### src/rtl/core/gbci_pkg.sv
// shared widths, register indexes and the burst record of the gyro integrator
`default_nettype none

package gbci_pkg;

  localparam int unsigned SAMPLE_W = 16;
  localparam int unsigned SUM_W    = 20;
  localparam int unsigned BIAS_W   = 36;
  localparam int unsigned DELTA_W  = 38;
  localparam int unsigned ANGLE_W  = 48;
  localparam int unsigned CNT_W    = 16;
  localparam int unsigned ALPHA_W  = 16;
  localparam int unsigned FRAC_W   = 16;
  localparam int unsigned DIFF_W   = BIAS_W + 1;
  localparam int unsigned PROD_W   = DIFF_W + ALPHA_W + 1;

  localparam int unsigned CFG_IDX_W  = 8;
  localparam int unsigned CFG_DATA_W = 16;

  localparam logic [CFG_IDX_W-1:0] CfgCalibBursts = 8'd0;
  localparam logic [CFG_IDX_W-1:0] CfgEmaAlpha    = 8'd1;

  localparam logic [CNT_W-1:0]   CalibBurstsReset = 16'd999;
  localparam logic [ALPHA_W-1:0] EmaAlphaReset    = 16'd3277;

  // one finished burst leaving the accumulator
  typedef struct packed {
    logic                    integ;
    logic signed [SUM_W-1:0] sum;
  } burst_t;

endpackage

`default_nettype wire

### src/rtl/core/gyro_bias_cal_trapezoid_integrator.sv
// Gyro Z-rate integrator: one 16-bit sample (two bytes) is accepted per clock
// cycle unless the input stalls. Every SAMPLES_PER_BURST samples close a burst
// whose result passes through the s1, s2, s3 and result registers. The first
// calib_bursts bursts refine a Q16 bias estimate (exponential average with
// weight ema_alpha); later bursts integrate the bias-corrected burst sum into a
// saturating Q16 angle by the trapezoid rule. The bias update (subtract,
// multiply, add) runs through three registered stages, and the next burst may
// enter them only once the previous one has reached the last stage; so with
// SAMPLES_PER_BURST of 3 or more the input never stalls except under output
// back-pressure, and with 1 or 2 the last sample of a burst stalls until then.
// While a result waits the pipeline holds; samples are still taken up to the
// last of a burst, which stalls. Configuration is written through a write
// port that is always ready; indexes other than 0 and 1 are ignored.
`default_nettype none

module gyro_bias_cal_trapezoid_integrator #(
  parameter int unsigned SAMPLES_PER_BURST = 16
) (
  input  wire                                     clk_i,
  input  wire                                     rst_ni,
  input  wire                                     in_valid_i,
  output logic                                    in_stall_o,
  input  wire  [7:0]                              sample_high_byte_i,
  input  wire  [7:0]                              sample_low_byte_i,
  output logic                                    out_valid_o,
  input  wire                                     out_stall_i,
  output logic                                    integrating_o,
  output logic signed [gbci_pkg::SUM_W-1:0]       burst_total_o,
  output logic signed [gbci_pkg::BIAS_W-1:0]      bias_estimate_o,
  output logic signed [gbci_pkg::DELTA_W-1:0]     rate_delta_o,
  output logic signed [gbci_pkg::ANGLE_W-1:0]     angle_total_o,
  input  wire                                     cfg_valid_i,
  output logic                                    cfg_ready_o,
  input  wire  [gbci_pkg::CFG_IDX_W-1:0]          cfg_index_i,
  input  wire  [gbci_pkg::CFG_DATA_W-1:0]         cfg_data_i
);

  localparam int unsigned SumW   = gbci_pkg::SUM_W;
  localparam int unsigned BiasW  = gbci_pkg::BIAS_W;
  localparam int unsigned DeltaW = gbci_pkg::DELTA_W;
  localparam int unsigned AngleW = gbci_pkg::ANGLE_W;
  localparam int unsigned DiffW  = gbci_pkg::DIFF_W;
  localparam int unsigned ProdW  = gbci_pkg::PROD_W;
  localparam int unsigned FracW  = gbci_pkg::FRAC_W;

  // configuration
  logic [gbci_pkg::CNT_W-1:0]   calib_q;
  logic [gbci_pkg::ALPHA_W-1:0] alpha_q;

  // accumulator side
  logic             burst_valid;
  gbci_pkg::burst_t burst;
  logic             slot_free;
  logic             adv;

  // stage valids
  logic s1_v_q, s2_v_q, s3_v_q, out_v_q;

  // stage payloads
  gbci_pkg::burst_t         s1_q;
  logic                     s2_integ_q, s3_integ_q, out_integ_q;
  logic signed [SumW-1:0]   s2_sum_q, s3_sum_q, out_sum_q;
  logic signed [DiffW-1:0]  s2_diff_q;
  logic signed [DeltaW-1:0] s3_delta_q, s3_step_q, out_delta_q;

  // running state
  logic signed [BiasW-1:0]  bias_q;
  logic signed [DeltaW-1:0] last_delta_q;
  logic signed [AngleW-1:0] angle_q;

  // datapath
  logic signed [BiasW-1:0]  sum_q16;
  logic signed [DiffW-1:0]  diff;
  logic signed [DeltaW-1:0] delta_ext;
  logic signed [ProdW-1:0]  prod;
  logic signed [DeltaW:0]   half_sum;
  logic signed [DeltaW-1:0] step;
  logic signed [DeltaW:0]   bias_sum;
  logic signed [BiasW-1:0]  bias_nxt;
  logic signed [AngleW:0]   angle_sum;
  logic signed [AngleW-1:0] angle_nxt;

  gbci_accum #(
    .SAMPLES_PER_BURST(SAMPLES_PER_BURST)
  ) u_accum (
    .clk_i             (clk_i),
    .rst_ni            (rst_ni),
    .in_valid_i        (in_valid_i),
    .sample_high_byte_i(sample_high_byte_i),
    .sample_low_byte_i (sample_low_byte_i),
    .in_stall_o        (in_stall_o),
    .slot_free_i       (slot_free),
    .calib_bursts_i    (calib_q),
    .burst_valid_o     (burst_valid),
    .burst_o           (burst)
  );

  assign adv = !out_v_q || !out_stall_i;
  // a new burst enters only after the previous one reaches the bias update stage
  assign slot_free = adv && !s1_v_q && !s2_v_q;

  // configuration port
  assign cfg_ready_o = 1'b1;

  always_ff @(posedge clk_i or negedge rst_ni) begin
    if (!rst_ni) begin
      calib_q <= gbci_pkg::CalibBurstsReset;
      alpha_q <= gbci_pkg::EmaAlphaReset;
    end else if (cfg_valid_i && cfg_ready_o) begin
      unique case (cfg_index_i)
        gbci_pkg::CfgCalibBursts: calib_q <= cfg_data_i;
        gbci_pkg::CfgEmaAlpha:    alpha_q <= cfg_data_i;
        default: ;
      endcase
    end
  end

  // stage 2: burst sum in q16 minus bias
  assign sum_q16 = {s1_q.sum, {FracW{1'b0}}};
  assign diff    = {sum_q16[BiasW-1], sum_q16} - {bias_q[BiasW-1], bias_q};

  // stage 3: bias step or trapezoid half-sum
  assign delta_ext = {{(DeltaW - DiffW){s2_diff_q[DiffW-1]}}, s2_diff_q};
  assign prod      = s2_diff_q * $signed({1'b0, alpha_q});
  assign half_sum  = {delta_ext[DeltaW-1], delta_ext} + {last_delta_q[DeltaW-1], last_delta_q};
  assign step      = s2_integ_q ? half_sum[DeltaW:1] : prod[FracW+DeltaW-1:FracW];

  // result stage: saturating bias and angle updates
  assign bias_sum  = {{(DeltaW + 1 - BiasW){bias_q[BiasW-1]}}, bias_q}
                   + {s3_step_q[DeltaW-1], s3_step_q};
  assign angle_sum = {{(AngleW + 1 - BiasW){1'b0}}, {BiasW{1'b0}}}
                   + {{(AngleW + 1 - AngleW){angle_q[AngleW-1]}}, angle_q}
                   + {{(AngleW + 1 - DeltaW){s3_step_q[DeltaW-1]}}, s3_step_q};

  always_comb begin
    if ((bias_sum[DeltaW:BiasW-1] == '0) || (bias_sum[DeltaW:BiasW-1] == '1)) begin
      bias_nxt = bias_sum[BiasW-1:0];
    end else begin
      bias_nxt = bias_sum[DeltaW] ? {1'b1, {(BiasW-1){1'b0}}} : {1'b0, {(BiasW-1){1'b1}}};
    end
  end

  always_comb begin
    if (angle_sum[AngleW] != angle_sum[AngleW-1]) begin
      angle_nxt = angle_sum[AngleW] ? {1'b1, {(AngleW-1){1'b0}}}
                                    : {1'b0, {(AngleW-1){1'b1}}};
    end else begin
      angle_nxt = angle_sum[AngleW-1:0];
    end
  end

  // control and running state
  always_ff @(posedge clk_i or negedge rst_ni) begin
    if (!rst_ni) begin
      s1_v_q       <= 1'b0;
      s2_v_q       <= 1'b0;
      s3_v_q       <= 1'b0;
      out_v_q      <= 1'b0;
      bias_q       <= '0;
      last_delta_q <= '0;
      angle_q      <= '0;
    end else if (adv) begin
      s1_v_q  <= burst_valid;
      s2_v_q  <= s1_v_q;
      s3_v_q  <= s2_v_q;
      out_v_q <= s3_v_q;
      if (s2_v_q && s2_integ_q) begin
        last_delta_q <= delta_ext;
      end
      if (s3_v_q) begin
        if (s3_integ_q) begin
          angle_q <= angle_nxt;
        end else begin
          bias_q <= bias_nxt;
        end
      end
    end
  end

  // payload
  always_ff @(posedge clk_i) begin
    if (adv) begin
      s1_q        <= burst;
      s2_integ_q  <= s1_q.integ;
      s2_sum_q    <= s1_q.sum;
      s2_diff_q   <= diff;
      s3_integ_q  <= s2_integ_q;
      s3_sum_q    <= s2_sum_q;
      s3_delta_q  <= delta_ext;
      s3_step_q   <= step;
      out_integ_q <= s3_integ_q;
      out_sum_q   <= s3_sum_q;
      out_delta_q <= s3_integ_q ? s3_delta_q : '0;
    end
  end

  assign out_valid_o     = out_v_q;
  assign integrating_o   = out_integ_q;
  assign burst_total_o   = out_sum_q;
  assign bias_estimate_o = bias_q;
  assign rate_delta_o    = out_delta_q;
  assign angle_total_o   = angle_q;

`ifndef SYNTHESIS
  // only one burst at a time ahead of the result register
  assert property (@(posedge clk_i) disable iff (!rst_ni)
    $countones({s1_v_q, s2_v_q, s3_v_q}) <= 1)
    else $error("more than one burst in flight");

  // bias moves only when a calibrating burst completes
  assert property (@(posedge clk_i) disable iff (!rst_ni)
    !(adv && s3_v_q && !s3_integ_q) |=> $stable(bias_q))
    else $error("bias changed outside a calibration update");

  // angle moves only when an integrating burst completes
  assert property (@(posedge clk_i) disable iff (!rst_ni)
    !(adv && s3_v_q && s3_integ_q) |=> $stable(angle_q))
    else $error("angle changed outside an integration update");

  // a calibrating result carries no rate delta
  assert property (@(posedge clk_i) disable iff (!rst_ni)
    (out_valid_o && !integrating_o) |-> (rate_delta_o == '0))
    else $error("nonzero delta while calibrating");
`endif

endmodule

`default_nettype wire

### src/rtl/core/gbci_accum.sv
// sample accumulator: byte pairs to a saturating burst sum and burst counter
`default_nettype none

module gbci_accum #(
  parameter int unsigned SAMPLES_PER_BURST = 16
) (
  input  wire                                  clk_i,
  input  wire                                  rst_ni,
  input  wire                                  in_valid_i,
  input  wire  [7:0]                           sample_high_byte_i,
  input  wire  [7:0]                           sample_low_byte_i,
  output logic                                 in_stall_o,
  input  wire                                  slot_free_i,
  input  wire  [gbci_pkg::CNT_W-1:0]           calib_bursts_i,
  output logic                                 burst_valid_o,
  output gbci_pkg::burst_t                     burst_o
);

  localparam int unsigned IdxW = (SAMPLES_PER_BURST > 1) ? $clog2(SAMPLES_PER_BURST) : 1;
  localparam logic [IdxW-1:0] LastIdx = IdxW'(SAMPLES_PER_BURST - 1);
  localparam int unsigned SumW = gbci_pkg::SUM_W;
  localparam int unsigned CntW = gbci_pkg::CNT_W;

  logic [IdxW-1:0]        idx_q, idx_d;
  logic signed [SumW-1:0] sum_q, sum_d;
  logic [CntW-1:0]        seen_q, seen_d;

  logic                   is_last;
  logic                   accept;
  logic signed [gbci_pkg::SAMPLE_W-1:0] sample;
  logic signed [SumW:0]   tot;
  logic signed [SumW-1:0] sum_sat;
  logic [CntW-1:0]        seen_inc;

  assign is_last    = (idx_q == LastIdx);
  // the last sample of a burst waits for a free slot in the burst pipeline
  assign in_stall_o = is_last && !slot_free_i;
  assign accept     = in_valid_i && !in_stall_o;

  assign sample = $signed({sample_high_byte_i, sample_low_byte_i});
  assign tot    = {sum_q[SumW-1], sum_q}
                + {{(SumW + 1 - gbci_pkg::SAMPLE_W){sample[gbci_pkg::SAMPLE_W-1]}}, sample};

  always_comb begin
    if (tot[SumW] != tot[SumW-1]) begin
      sum_sat = tot[SumW] ? {1'b1, {(SumW-1){1'b0}}} : {1'b0, {(SumW-1){1'b1}}};
    end else begin
      sum_sat = tot[SumW-1:0];
    end
  end

  assign seen_inc = (seen_q == {CntW{1'b1}}) ? seen_q : seen_q + CntW'(1);

  always_comb begin
    idx_d  = idx_q;
    sum_d  = sum_q;
    seen_d = seen_q;
    if (accept) begin
      if (is_last) begin
        idx_d  = '0;
        sum_d  = '0;
        seen_d = seen_inc;
      end else begin
        idx_d  = idx_q + IdxW'(1);
        sum_d  = sum_sat;
      end
    end
  end

  always_ff @(posedge clk_i or negedge rst_ni) begin
    if (!rst_ni) begin
      idx_q  <= '0;
      sum_q  <= '0;
      seen_q <= '0;
    end else begin
      idx_q  <= idx_d;
      sum_q  <= sum_d;
      seen_q <= seen_d;
    end
  end

  assign burst_valid_o = accept && is_last;
  assign burst_o.sum   = sum_sat;
  assign burst_o.integ = (seen_inc > calib_bursts_i);

endmodule

`default_nettype wire
### config.mk
export PLATFORM = sky130hd
export DESIGN_NAME = gyro_bias_cal_trapezoid_integrator
export DESIGN_NICKNAME = d
export VERILOG_FILES = /design/src/rtl/core/gbci_pkg.sv /design/src/rtl/core/gyro_bias_cal_trapezoid_integrator.sv /design/src/rtl/core/gbci_accum.sv
export SDC_FILE = /design/constraint.sdc
export NUM_CORES = 2
export LEC_CHECK = 0
export BUFFER_PORTS_ARGS = -buffer_cell sky130_fd_sc_hd__buf_2
export CELL_PAD_IN_SITES_DETAIL_PLACEMENT = 1
export CELL_PAD_IN_SITES_GLOBAL_PLACEMENT = 1
export CORE_UTILIZATION = 46
export DETAILED_ROUTE_END_ITERATION = 16
export GPL_ROUTABILITY_DRIVEN = 1
export HOLD_SLACK_MARGIN = 0.1
export PLACE_DENSITY_LB_ADDON = 0.15
export SYNTH_ARGS = -nofsm -noshare
export SYNTH_HDL_FRONTEND = slang
export SYNTH_SLANG_ARGS = --single-unit
### constraint.sdc
create_clock -name clk_i -period 6.6 [get_ports clk_i]
set_input_delay 0.33 -clock clk_i [delete_from_list [all_inputs] [get_ports clk_i]]
set_output_delay 0.33 -clock clk_i [all_outputs]
set_load 0.005 [all_outputs]
==> impl_metrics.tcl <==
set metrics [dict create \
    ys_seq_area_share_pct 27.12 \
    p_int_mw 10.44 \
    seqPwrFrac_pct 25.4 \
    hold_violations 0 \
    initial_utilization_pct 46.44 \
    cap_violations 0 \
    min_period_over_period_pct 106.0 \
    clkPwrFrac_pct 16.5 \
    power.leakage_nw 25.33 \
    hold_class "in -> reg" \
    cts_buffers 52 \
    gp_congestion 0.8922 \
    drive_gt1_share_pct 17.03 \
    switchingPower_mw 8.722 \
    path_max_fanout 7 \
    min_period_ps 6998 \
    ir_drop_mv 0.2368 \
    critPathArrivalTime_ps 7390 \
    synthFlopType "edfxtp_1" \
    ys_ff_latch 430 \
    synth_area_leaders "fa_1, edfxtp_1, dfrtp_1, ha_1, inv_1" \
    grt_max_degree 78 \
    grt_overflow 0 \
    holdWs_ps 184.8 \
    vias 34276 \
    timing.reg2reg.setup_slack_ps -400 \
    clkSlewWorstSetupHoldPaths_ps 70 \
    multi_input_area_um2 29310 \
    tightest_slew_ps 1177 \
    crit_chain "buf_4 > buf_4 > and2_1 > fa_1 > fa_1 > fa_1 > fa_1 > fa_1 > inv_1 > fa_1 > inv_2 > ha_4 > nand4_1 > nor2_4 > o21ai_4 > a311oi_2 > buf_4 > a21oi_4 > a21o_4 > o311ai_4 > o31a_1 > a21o_1 > xor2_1 > mux2_4" \
    post-place-ws_ps -988.3 \
    cts_sinks 430 \
    via_per_inst 5.467 \
    fill_cells 10600 \
    antenna_found_initial 6 \
    rows 113 \
    dr.pass1.iters 5 \
    place_inst 6111 \
    netSwitchingFraction_pct 45.51 \
    routed_wl_um 140200 \
    nets 5870 \
    final_max_slew_viol_count 0 \
    h-tree-depth 2 \
    violations "negative setup slack" \
    grt_use_met1_pct 39.28 \
    pwr_density_cell_nw_per_um2 370.1 \
    clockBufferDepth 3 \
    drtIter0Drc 1880 \
    grt_pass1_vias 37701 \
    cts_tree "built" \
    grtUsageMet2_pct 50.66 \
    fmax_mhz 142.9 \
    ant_nets 0 \
    end_kind "register" \
    required_ps 6990 \
    dpl_cell_area_um2 48700 \
    rsz0062_at_grt "yes" \
    setup_viol 23 \
    track_usage_pct 29.37 \
    ys_types 86 \
    finalSetupTns_ps -4195 \
    dieWidth_um 311.5 \
    synth_most_common_cell "inv_1" \
    wl_per_cell_um 22.35 \
    syn_to_final_growth_pct 17.52 \
    cp_common_cell "fa_1" \
    worstSkewPairLatency_ps 670 \
    synth_nets 5446 \
    total_power_mw 19.16 \
    synth_common_cells "inv_1, nand2_1, fa_1" \
    crit_path_start_kind "register" \
    cts-root-buf "clkbuf_16" \
    critical_path_class "reg -> reg" \
    instances_no_fill 6270 \
    fin_util_pct 54.57 \
    synth_warnings 0 \
    cpPeakStageDelay_ps 540 \
    core_um2 94870 \
    grt_pass1_wl_um 220700 \
    grt_use_met3_pct 2.988 \
    skew_ps 40.67 \
    die_h_um 311.5 \
    final_area_um2 51770 \
    avgSynthCellArea_um2 9.716 \
    num_io_pins 191 \
    p_comb_share_pct 58.1 \
    regArea_um2 11950 \
    synth_edf_count 233 \
    max-slew-margin-rel_pct 21.52 \
    synth_cells 4534 \
    status "finished, violations left" \
    hpwlAfterDp_um 110700 \
    drc 0 \
    synth_area_um2 44050 \
    netlist.area_leader.share_pct 25.49 \
    portBuffers 189 \
    async_reset_ff_share_pct 45.81 \
    grt-busiest-layer "met2" \
    cp_slowest_cell "fa_1" \
    dieArea_um2 97010 \
    synth_largest_area_cell "fa_1" \
    setup_slack_ps -398.3 \
]
## final timing paths
path,end,cells after the start,from
max reg2reg,s3_step_q[35],24,s2_diff_q[6]
min,calib_q[2],5,cfg_index_i[0]
max,s3_step_q[35],24,s2_diff_q[6]
min in group asynchronous,last_delta_q[1],2,rst_ni
max in group asynchronous,angle_total_o[23],3,rst_ni
min reg2reg,burst_total_o[2],0,s3_sum_q[2]
## power by group through the flow
stage	registers, mW	logic (mW)	clock network, mW
2_1_floorplan	4.56	6.36	0
3_3_place_gp	4.86	10.2	0
3_5_place_dp	4.90	10.6	0
4_1_cts	4.85	10.9	3.23
5_1_grt	4.92	12.2	3.31
6_report	4.86	11.1	3.16
## final cells by class
class,count,share of cell area (%)
Antenna cell,3,0.01450
Clock buffer,58,2.576
Clock inverter,40,1.003
Inverter,720,5.225
Multi-Input combinational cell,3205,56.61
Sequential cell,430,23.08
Tap cell,1265,3.057
Timing Repair Buffer,549,8.439
## placed cells by master (no fill, tap or decap), types with 52 or more instances in the layout
master	instances
ha_1	288
o21ai_1	52
nand2_1	598
inv_1	698
and2_1	248
dfrtp_1	182
buf_2	188
buf_4	270
a21o_1	91
nor2_1	180
edfxtp_1	233
o21ai_0	149
clkbuf_16	53
mux2_2	58
fa_1	555
xor2_1	64
a21oi_1	189
xnor2_1	142
## metal layers
metal | vias up | wire [um]
li1 | 15540 | -
met1 | 17793 | 61170
met2 | 732 | 69020
met3 | 211 | 5848
met4 | 0 | 4111
met5 | - | 0
## cells by family after synthesis
kind of cell               after synthesis  synth area share [%]
and+or+nand+nor                       1315                 14.07
buffers and inverters                  899                 7.825
adders and majority gates              873                 34.32
AOI/OAI and AO/OA                      737                 10.76
DFF                                    430                 27.12
xor gates and xnor gates               213                 4.235
muxes                                   66                 1.670
other                                    1              0.008512
## flip-flops by register name, summed over array words and instances, names as in the netlist
signal	cells
s2_integ_q	1
u_accum.seen_q	16
alpha_q	16
calib_q	16
bias_estimate_o	36
u_accum.sum_q	20
integrating_o	1
s3_integ_q	1
rate_delta_o	37
burst_total_o	20
s3_delta_q	37
s2_v_q	1
u_accum.idx_q	4
s3_v_q	1
s3_step_q	38
s1_q	21
s3_sum_q	20
angle_total_o	48
s1_v_q	1
last_delta_q	37
s2_sum_q	20
out_valid_o	1
s2_diff_q	37
## critical path, delay by kind of cell (launching register included)
kind	cells	cell delay [ps]
XOR/XNOR	1	70
multiplexers	1	270
AO/OA/AOI/OAI	7	1410
flip-flops	1	520
buffers and inverters	5	630
AND/OR/NAND/NOR	3	570
adder cells (fa/ha/maj)	7	3300
## timing repair
item                                   CTS  global route
endpoints found under the hold margin   96             0
setup buffers                           23            19
hold buffers                            19             0
setup endpoints to repair               36            31
gates cloned                             1             1
pin swaps                               78            64
gates resized for setup                100            76
Power figures use the tool's default switching activity.
